**src/sv/significand_rounder_macros.svh**
```systemverilog
// Assertion macros for the significand rounder.
// Uses the clk and rst_n names of the including module.
`ifndef SIGNIFICAND_ROUNDER_MACROS_SVH
`define SIGNIFICAND_ROUNDER_MACROS_SVH

// same-cycle implication, checked out of reset
`define SR_ASSERT_NOW(lbl, ante, cons, msg) \
  lbl: assert property (@(posedge clk) disable iff (!rst_n) (ante) |-> (cons)) \
    else $error(msg);

// next-cycle implication, checked out of reset
`define SR_ASSERT_NEXT(lbl, ante, cons, msg) \
  lbl: assert property (@(posedge clk) disable iff (!rst_n) (ante) |=> (cons)) \
    else $error(msg);

`endif

```
**src/sv/sigrnd_pkg.sv**
```systemverilog
// Package for the significand rounder: default widths, register indexes,
// rounding mode codes and the increment decision. No dependencies.
package sigrnd_pkg;

  localparam int SIG_WIDTH  = 64;
  localparam int EXP_WIDTH  = 16;
  localparam int PREC_W     = 7;
  localparam int CFG_ADDR_W = 3;

  localparam logic [PREC_W-1:0] MAX_PREC_RST = 7'd53;
  localparam int                MIN_EXP_RST  = -1074;

  typedef enum logic [CFG_ADDR_W-1:0] {
    CFG_USE_MAX_PREC = 3'd0,
    CFG_MAX_PREC     = 3'd1,
    CFG_USE_MIN_EXP  = 3'd2,
    CFG_MIN_EXP      = 3'd3,
    CFG_ROUND_MODE   = 3'd4
  } cfg_idx_t;

  typedef enum logic [2:0] {
    RM_RNE = 3'd0,
    RM_RNA = 3'd1,
    RM_RTP = 3'd2,
    RM_RTN = 3'd3,
    RM_RTZ = 3'd4,
    RM_RAZ = 3'd5,
    RM_RTO = 3'd6,
    RM_RTE = 3'd7
  } rnd_mode_t;

  function automatic logic wants_inc(rnd_mode_t mode, logic half, logic sticky,
                                     logic neg, logic odd);
    logic inx;
    logic r;
    inx = half | sticky;
    case (mode)
      RM_RNE:  r = half & (sticky | odd);
      RM_RNA:  r = half;
      RM_RTP:  r = inx & ~neg;
      RM_RTN:  r = inx & neg;
      RM_RTZ:  r = 1'b0;
      RM_RAZ:  r = inx;
      RM_RTO:  r = inx & ~odd;
      RM_RTE:  r = inx & odd;
      default: r = 1'b0;
    endcase
    return r;
  endfunction

endpackage

```
**src/sv/significand_rounder.sv**
```systemverilog
// Significand rounder top level: four-stage rounding pipeline with config registers.
// Depends on sigrnd_pkg and significand_rounder_macros.svh.
//
// Rounds sign, integer significand and exponent to a precision limit, a lowest
// digit position, or both (the coarser of the two wins), in one of eight modes.
// The block takes one beat per cycle while not stalled; the stages find the bit length,
// then the cut position, then shift out the discarded digits with half and sticky bits,
// then increment and renormalize into the output register. All stages stall together
// while the output waits, so in_tready is low exactly when a result sits unaccepted with
// out_tready low. Write configuration only while no beat is in flight.
`include "significand_rounder_macros.svh"

module significand_rounder #(
  parameter int SIGNIFICAND_WIDTH = sigrnd_pkg::SIG_WIDTH,
  parameter int EXPONENT_WIDTH    = sigrnd_pkg::EXP_WIDTH
) (
  input  logic clk,
  input  logic rst_n,
  input  logic cfg_wen,
  input  logic [sigrnd_pkg::CFG_ADDR_W-1:0] cfg_addr,
  input  logic [EXPONENT_WIDTH-1:0] cfg_wdata,
  input  logic in_tvalid,
  output logic in_tready,
  // sign_in, exponent_in, significand_in, zero fill
  input  logic [((SIGNIFICAND_WIDTH+EXPONENT_WIDTH+8)/8)*8-1:0] in_tdata,
  output logic out_tvalid,
  input  logic out_tready,
  // sign_out, exponent_out, significand_out, zero fill
  output logic [((SIGNIFICAND_WIDTH+EXPONENT_WIDTH+8)/8)*8-1:0] out_tdata,
  // inexact, exponent_out_of_range, param_error
  output logic [2:0] out_tuser
);
  import sigrnd_pkg::*;

  localparam int SW  = SIGNIFICAND_WIDTH;
  localparam int EW  = EXPONENT_WIDTH;
  localparam int XW  = EW + 2;
  localparam int BLW = $clog2(SW + 1);
  localparam int DW  = ((SW + EW + 8) / 8) * 8;

  logic en;

  logic              use_maxp_r;
  logic [PREC_W-1:0] maxp_r;
  logic              use_mine_r;
  logic [EW-1:0]     mine_r;
  rnd_mode_t         mode_r;
  logic [PREC_W-1:0] p_eff;

  // configuration
  always_ff @(posedge clk) begin
    if (!rst_n) begin
      use_maxp_r <= 1'b1;
      maxp_r     <= MAX_PREC_RST;
      use_mine_r <= 1'b1;
      mine_r     <= EW'(MIN_EXP_RST);
      mode_r     <= RM_RNE;
    end else if (cfg_wen) begin
      case (cfg_idx_t'(cfg_addr))
        CFG_USE_MAX_PREC: use_maxp_r <= cfg_wdata[0];
        CFG_MAX_PREC:     maxp_r     <= cfg_wdata[PREC_W-1:0];
        CFG_USE_MIN_EXP:  use_mine_r <= cfg_wdata[0];
        CFG_MIN_EXP:      mine_r     <= cfg_wdata;
        CFG_ROUND_MODE:   mode_r     <= rnd_mode_t'(cfg_wdata[2:0]);
        default: ;
      endcase
    end
  end

  assign p_eff     = (maxp_r == '0) ? PREC_W'(1) : maxp_r;
  assign en        = !out_tvalid || out_tready;
  assign in_tready = en;

  // stage 1: bit length
  logic          in_sign;
  logic [EW-1:0] in_exp;
  logic [SW-1:0] in_sig;
  logic [BLW-1:0] in_bl;

  assign in_sign = in_tdata[0];
  assign in_exp  = in_tdata[EW:1];
  assign in_sig  = in_tdata[EW+SW:EW+1];

  always_comb begin
    in_bl = '0;
    for (int i = 0; i < SW; i++) begin
      if (in_sig[i]) in_bl = BLW'(i + 1);
    end
  end

  logic           s1_v_r;
  logic           s1_sign_r;
  logic [EW-1:0]  s1_exp_r;
  logic [SW-1:0]  s1_sig_r;
  logic [BLW-1:0] s1_bl_r;

  always_ff @(posedge clk) begin
    if (!rst_n) begin
      s1_v_r <= 1'b0;
    end else if (en) begin
      s1_v_r <= in_tvalid;
    end
  end

  always_ff @(posedge clk) begin
    if (en) begin
      s1_sign_r <= in_sign;
      s1_exp_r  <= in_exp;
      s1_sig_r  <= in_sig;
      s1_bl_r   <= in_bl;
    end
  end

  // stage 2: cut position
  logic signed [XW-1:0] ex_x, mine_x, e_x, np_x, n_x, d_x;
  logic                 s2_perr_nxt, s2_disc_nxt;
  logic [BLW-1:0]       s2_hpos_nxt;

  always_comb begin
    ex_x   = XW'(signed'(s1_exp_r));
    mine_x = XW'(signed'(mine_r));
    e_x    = ex_x + signed'(XW'(s1_bl_r)) - signed'(XW'(1));
    np_x   = e_x - signed'(XW'(p_eff));
    if (use_maxp_r) begin
      n_x = (use_mine_r && (mine_x > np_x)) ? mine_x : np_x;
    end else begin
      n_x = mine_x;
    end
    d_x         = n_x - ex_x;
    s2_perr_nxt = !use_maxp_r && !use_mine_r;
    s2_disc_nxt = !s2_perr_nxt && ((s1_sig_r == '0) || !d_x[XW-1]);
    if (d_x[XW-1]) begin
      s2_hpos_nxt = '0;
    end else if (d_x >= signed'(XW'(SW))) begin
      s2_hpos_nxt = BLW'(SW);
    end else begin
      s2_hpos_nxt = d_x[BLW-1:0];
    end
  end

  logic                 s2_v_r;
  logic                 s2_sign_r;
  logic [EW-1:0]        s2_exp_r;
  logic [SW-1:0]        s2_sig_r;
  logic [BLW-1:0]       s2_hpos_r;
  logic signed [XW-1:0] s2_rexp_r;
  logic                 s2_disc_r;
  logic                 s2_perr_r;

  always_ff @(posedge clk) begin
    if (!rst_n) begin
      s2_v_r <= 1'b0;
    end else if (en) begin
      s2_v_r <= s1_v_r;
    end
  end

  always_ff @(posedge clk) begin
    if (en) begin
      s2_sign_r <= s1_sign_r;
      s2_exp_r  <= s1_exp_r;
      s2_sig_r  <= s1_sig_r;
      s2_hpos_r <= s2_hpos_nxt;
      s2_rexp_r <= n_x + signed'(XW'(1));
      s2_disc_r <= s2_disc_nxt;
      s2_perr_r <= s2_perr_nxt;
    end
  end

  // stage 3: discard digits
  logic [SW-1:0]        shifted, lowmask;
  logic [SW-1:0]        s3_kept_nxt;
  logic                 s3_half_nxt, s3_sticky_nxt;
  logic signed [XW-1:0] s3_rexp_nxt;

  always_comb begin
    shifted = s2_sig_r >> s2_hpos_r;
    lowmask = ~({SW{1'b1}} << s2_hpos_r);
    if (s2_disc_r) begin
      s3_kept_nxt   = shifted >> 1;
      s3_half_nxt   = shifted[0];
      s3_sticky_nxt = |(s2_sig_r & lowmask);
      s3_rexp_nxt   = s2_rexp_r;
    end else begin
      s3_kept_nxt   = s2_sig_r;
      s3_half_nxt   = 1'b0;
      s3_sticky_nxt = 1'b0;
      s3_rexp_nxt   = XW'(signed'(s2_exp_r));
    end
  end

  logic                 s3_v_r;
  logic                 s3_sign_r;
  logic [SW-1:0]        s3_kept_r;
  logic                 s3_half_r;
  logic                 s3_sticky_r;
  logic signed [XW-1:0] s3_rexp_r;
  logic                 s3_perr_r;

  always_ff @(posedge clk) begin
    if (!rst_n) begin
      s3_v_r <= 1'b0;
    end else if (en) begin
      s3_v_r <= s2_v_r;
    end
  end

  always_ff @(posedge clk) begin
    if (en) begin
      s3_sign_r   <= s2_sign_r;
      s3_kept_r   <= s3_kept_nxt;
      s3_half_r   <= s3_half_nxt;
      s3_sticky_r <= s3_sticky_nxt;
      s3_rexp_r   <= s3_rexp_nxt;
      s3_perr_r   <= s2_perr_r;
    end
  end

  // stage 4: increment and renormalize
  logic                 inc, ovf, oor;
  logic [SW-1:0]        kept_inc, sig_o;
  logic signed [XW-1:0] rexp_o;
  logic [XW-EW:0]       exp_top;

  always_comb begin
    inc      = wants_inc(mode_r, s3_half_r, s3_sticky_r, s3_sign_r, s3_kept_r[0]);
    kept_inc = s3_kept_r + SW'(inc);
    ovf      = inc && use_maxp_r && (|(kept_inc >> p_eff));
    sig_o    = ovf ? (kept_inc >> 1) : kept_inc;
    rexp_o   = s3_rexp_r + signed'(XW'(ovf));
    exp_top  = rexp_o[XW-1:EW-1];
    oor      = !((&exp_top) || !(|exp_top));
  end

  logic          out_v_r;
  logic [DW-1:0] out_data_r;
  logic [2:0]    out_user_r;

  always_ff @(posedge clk) begin
    if (!rst_n) begin
      out_v_r <= 1'b0;
    end else if (en) begin
      out_v_r <= s3_v_r;
    end
  end

  always_ff @(posedge clk) begin
    if (en) begin
      out_data_r <= DW'({sig_o, rexp_o[EW-1:0], s3_sign_r});
      out_user_r <= {s3_perr_r, oor, s3_half_r | s3_sticky_r};
    end
  end

  assign out_tvalid = out_v_r;
  assign out_tdata  = out_data_r;
  assign out_tuser  = out_user_r;

  `SR_ASSERT_NOW(a_perr_clean, out_tvalid && out_tuser[2], !(|out_tuser[1:0]), "perr with flags")
  `SR_ASSERT_NOW(a_rtz_no_inc, s3_v_r && (mode_r == RM_RTZ), !inc, "increment under RTZ")
  `SR_ASSERT_NOW(a_ovf_exact, s3_v_r && ovf, inc && (s3_half_r || s3_sticky_r), "stray carry")
  `SR_ASSERT_NEXT(a_stall_hold, s3_v_r && !en, s3_v_r && $stable(s3_kept_r), "stall lost a beat")

endmodule
```
**config.mk**
```make
export PLATFORM = sky130hd
export DESIGN_NAME = significand_rounder
export DESIGN_NICKNAME = d
export VERILOG_FILES = /design/src/sv/sigrnd_pkg.sv /design/src/sv/significand_rounder.sv
export VERILOG_INCLUDE_DIRS = /design/src /design/src/sv
export SDC_FILE = /design/constraint.sdc
export NUM_CORES = 1
export LEC_CHECK = 0
export ABC_AREA = 1
export BUFFER_PORTS_ARGS = -buffer_cell sky130_fd_sc_hd__buf_2
export CAP_MARGIN = 20
export CORE_MARGIN = 2
export CORE_UTILIZATION = 56
export CTS_CLUSTER_DIAMETER = 40
export DETAILED_ROUTE_END_ITERATION = 16
export PLACE_DENSITY = 0.78
export SYNTH_ARGS = -nofsm -noshare
export SYNTH_HDL_FRONTEND = slang
export SYNTH_SLANG_ARGS = --single-unit
export TNS_END_PERCENT = 50
```
**constraint.sdc**
```tcl
create_clock -name clk -period 10.85 [get_ports clk]
set_input_delay 2.17 -clock clk [delete_from_list [all_inputs] [get_ports clk]]
set_output_delay 2.17 -clock clk [all_outputs]
set_load 0.05 [all_outputs]
```
==> run_results.csv <==
group,metric,value,unit
status,outcome,"finished, final reports clean",
worst_setup_path,worstPathArrival,10.11,ns
floorplan,row_count,80,
floorplan,die_height,224,µm
synth,synth_cells,3478,
floorplan,initial_utilization,56.8,%
power,leakage,13.7,nW
floorplan,dieArea,50200,µm²
worst_setup_path,start_kind,"register",
floorplan,core-area,47700,µm²
synth,ys_types,70,
layout,area_delta_synth_final,11.1,%
global_routing,antenna_found_initial,1,
layout,final_area,30100,µm²
worst_setup_path,critical_path_buf_inv_count,4,
clocking,postCtsSetupRepairBufs,0,
route,drt_wl_total,81300,µm
worst_setup_path,r2r_cells,57,
sta,min_period,9.67,ns
route,postRouteAntennaNets,0,
synth,synth_area_leaders,"edfxtp_1, nand2_1, o21ai_0",
worst_hold_path,holdCritPathClass,"register to register",
layout,fill_cells,4250,
sta,slew_violations,0,
synth,netlist.area_leader.share,40.5,%
sta,fin_hold_ws,0.431,ns
global_routing,grt_max_degree,146,
floorplan,io_pins,205,
sta,rsz0062_at_grt,"no",
sta,min_period_over_period,89.2,%
worst_setup_path,cp.required,11.28,ns
synth,yosys_warnings,0,
sta,fmax,103,MHz
sta,setup_violations,0,
clocking,cts_tree,"yes",
synth,ys_top_cells_by_count,"nand2_1, o21ai_0, inv_1",
route,drt-pass1-iter-count,7,
synth,ys_ff_latch,398,
layout,layout-drive-gt1-share,10.3,%
sta,worst_slack,1.18,ns
synth,async_flop_share,0,%
placed_design,hpwl,62800,µm
clocking,clk_pin_slew_worst_paths,0.06,ns
route,vias,24500,
worst_setup_path,crit_path_end_kind,"register",
clocking,clockRootBuffer,"clkbuf_16",
route,drc,0,
worst_setup_path,path_delay_family,"simple AND/OR/NAND/NOR gates",
global_routing,grtUsageTotal,32.2,%
placed_design,place_ws,1.39,ns
worst_setup_path,cp_common_cell,"nand2_1",
global_routing,grt_pass1_wl,124000,µm
synth,yosys.area.top_type,"edfxtp_1",
placed_design,dpl-instance-area,28400,µm²
clocking,cts_buffers,50,
route,drt_iter0_markers,2374,
worst_setup_path,path_class,"register to register",
route,vias_per_cell,5.77,
worst_setup_path,cp.depth,57,
power,ir_drop,0.161,mV
clocking,cts_sinks,398,
sta,worst-slew-pin-transition,1.06,ns
sta,relSlewSlack,27.8,%
route,routedWlPerCell,19.2,µm
clocking,h-tree-depth,2,
worst_setup_path,path_max_fanout,47,
placed_design,portBuffers,190,
clocking,ctsResizeCount,0,
sta,hold_viol_final,0,
power,power_density,237,nW/µm²
synth,yosysMostFrequentCell,"nand2_1",
global_routing,overflow,0,
job,max_cap_viol_count,0,
clocking,ctsHoldBuffers,0,
placed_design,gp_congestion,1.01,
sta,tns,0,ns
synth,seq_area_frac_synth,42.9,%
synth,synth_edf_count,366,
worst_hold_path,hold_depth,0,
clocking,clk_latency,0.62,ns
synth,avgSynthCellArea,7.79,µm²
worst_setup_path,slowest_delay,0.45,ns
floorplan,die_w,224,µm
synth,mappedNetlistArea,27100,µm²
synth,ys.flop_type,"edfxtp_1",
worst_setup_path,cp_slowest_cell,"xnor2_1",
layout,nNetsFinal,3763,
sta,skew,0.0319,ns
clocking,max-clock-path-buffers,3,
global_routing,grt_pass1_vias,22300,
[report_power, final]
group / switching [W] / total, W / internal [W] / leakage, nW
clock network: 0.000702 / 0.00166 / 0.000959 / 0.834
registers: 0.000243 / 0.00243 / 0.00219 / 4.21
logic: 0.00221 / 0.00303 / 0.000828 / 8.63
[metal layers]
| metal | GRT usage [%] | part of all wire [%] | wire length [µm] |
|---|---|---|---|
| met1 | 43.7 | 42 | 34500 |
| met5 | 0 | 0 | 0 |
| met4 | 17.1 | 5.6 | 4520 |
| met2 | 50.4 | 44 | 36100 |
| met3 | 4.32 | 7.6 | 6210 |
[path summary, 6_finish.rpt]
path | startpoint | slack (ns) | endpoint
max | maxp_r[3] | 1.18 | s2_hpos_r[2]
min | s2_sign_r | 0.43 | s3_sign_r
max reg2reg | maxp_r[3] | 1.18 | s2_hpos_r[2]
min reg2reg | s2_sign_r | 0.43 | s3_sign_r
[flip-flops by register name (all words and copies together) (netlist names), 18 cells and up]
name       count
s3_kept_r     64
s1_sig_r      64
s2_sig_r      64
s2_rexp_r     18
out_tdata     81
s3_rexp_r     18
[kinds of logic after synthesis]
kind of cell             Yosys count  share of synthesized area, %
XOR/XNOR                         101                          3.26
multiplexers                      98                          3.66
adder cells (fa/ha/maj)           64                          3.20
other                              1                        0.0138
flip-flops                       398                          42.9
AO/OA/AOI/OAI                    790                          16.4
AND/OR/NAND/NOR                 1438                          22.2
buffers and inverters            588                          8.42
[cell usage in the layout, fill, tap and decap left out, types with 31 or more instances in the layout]
master,instances
dfxtp_1,31
nand4_1,38
buf_4,31
o22ai_1,34
edfxtp_1,366
nor2_1,187
xor2_1,77
mux2i_1,97
nor4_1,46
buf_2,190
nand2_1,993
o21ai_0,465
clkbuf_16,50
o21ai_1,61
nor3_1,32
inv_1,398
nand3_1,88
a21oi_1,91
ha_1,55
[layout make-up]
cell class                 count  area (µm²)  area share [%]
multi-input combinational   2498       13200            43.9
sequential                   398       11600            38.6
inverter                     417        1570            5.21
clock buffer                  58        1320            4.39
timing repair buffer         222        1200            4.00
tap                          615         769            2.55
clock inverter                35         407            1.35
antenna                        1        2.50         0.00831
[stage by stage]
step / power [W] / instances / util, %
after global routing: 0.00754 / 4244 / 63.1
after floorplan: 0.00457 / 3484 / -
final: 0.00713 / 4244 / 63.1
after global placement: 0.00539 / 4150 / 59.5
after detailed placement: 0.00543 / 4150 / 59.5
after CTS: 0.00709 / 4243 / 63.1
No activity file was read; power rests on OpenSTA's default activity.
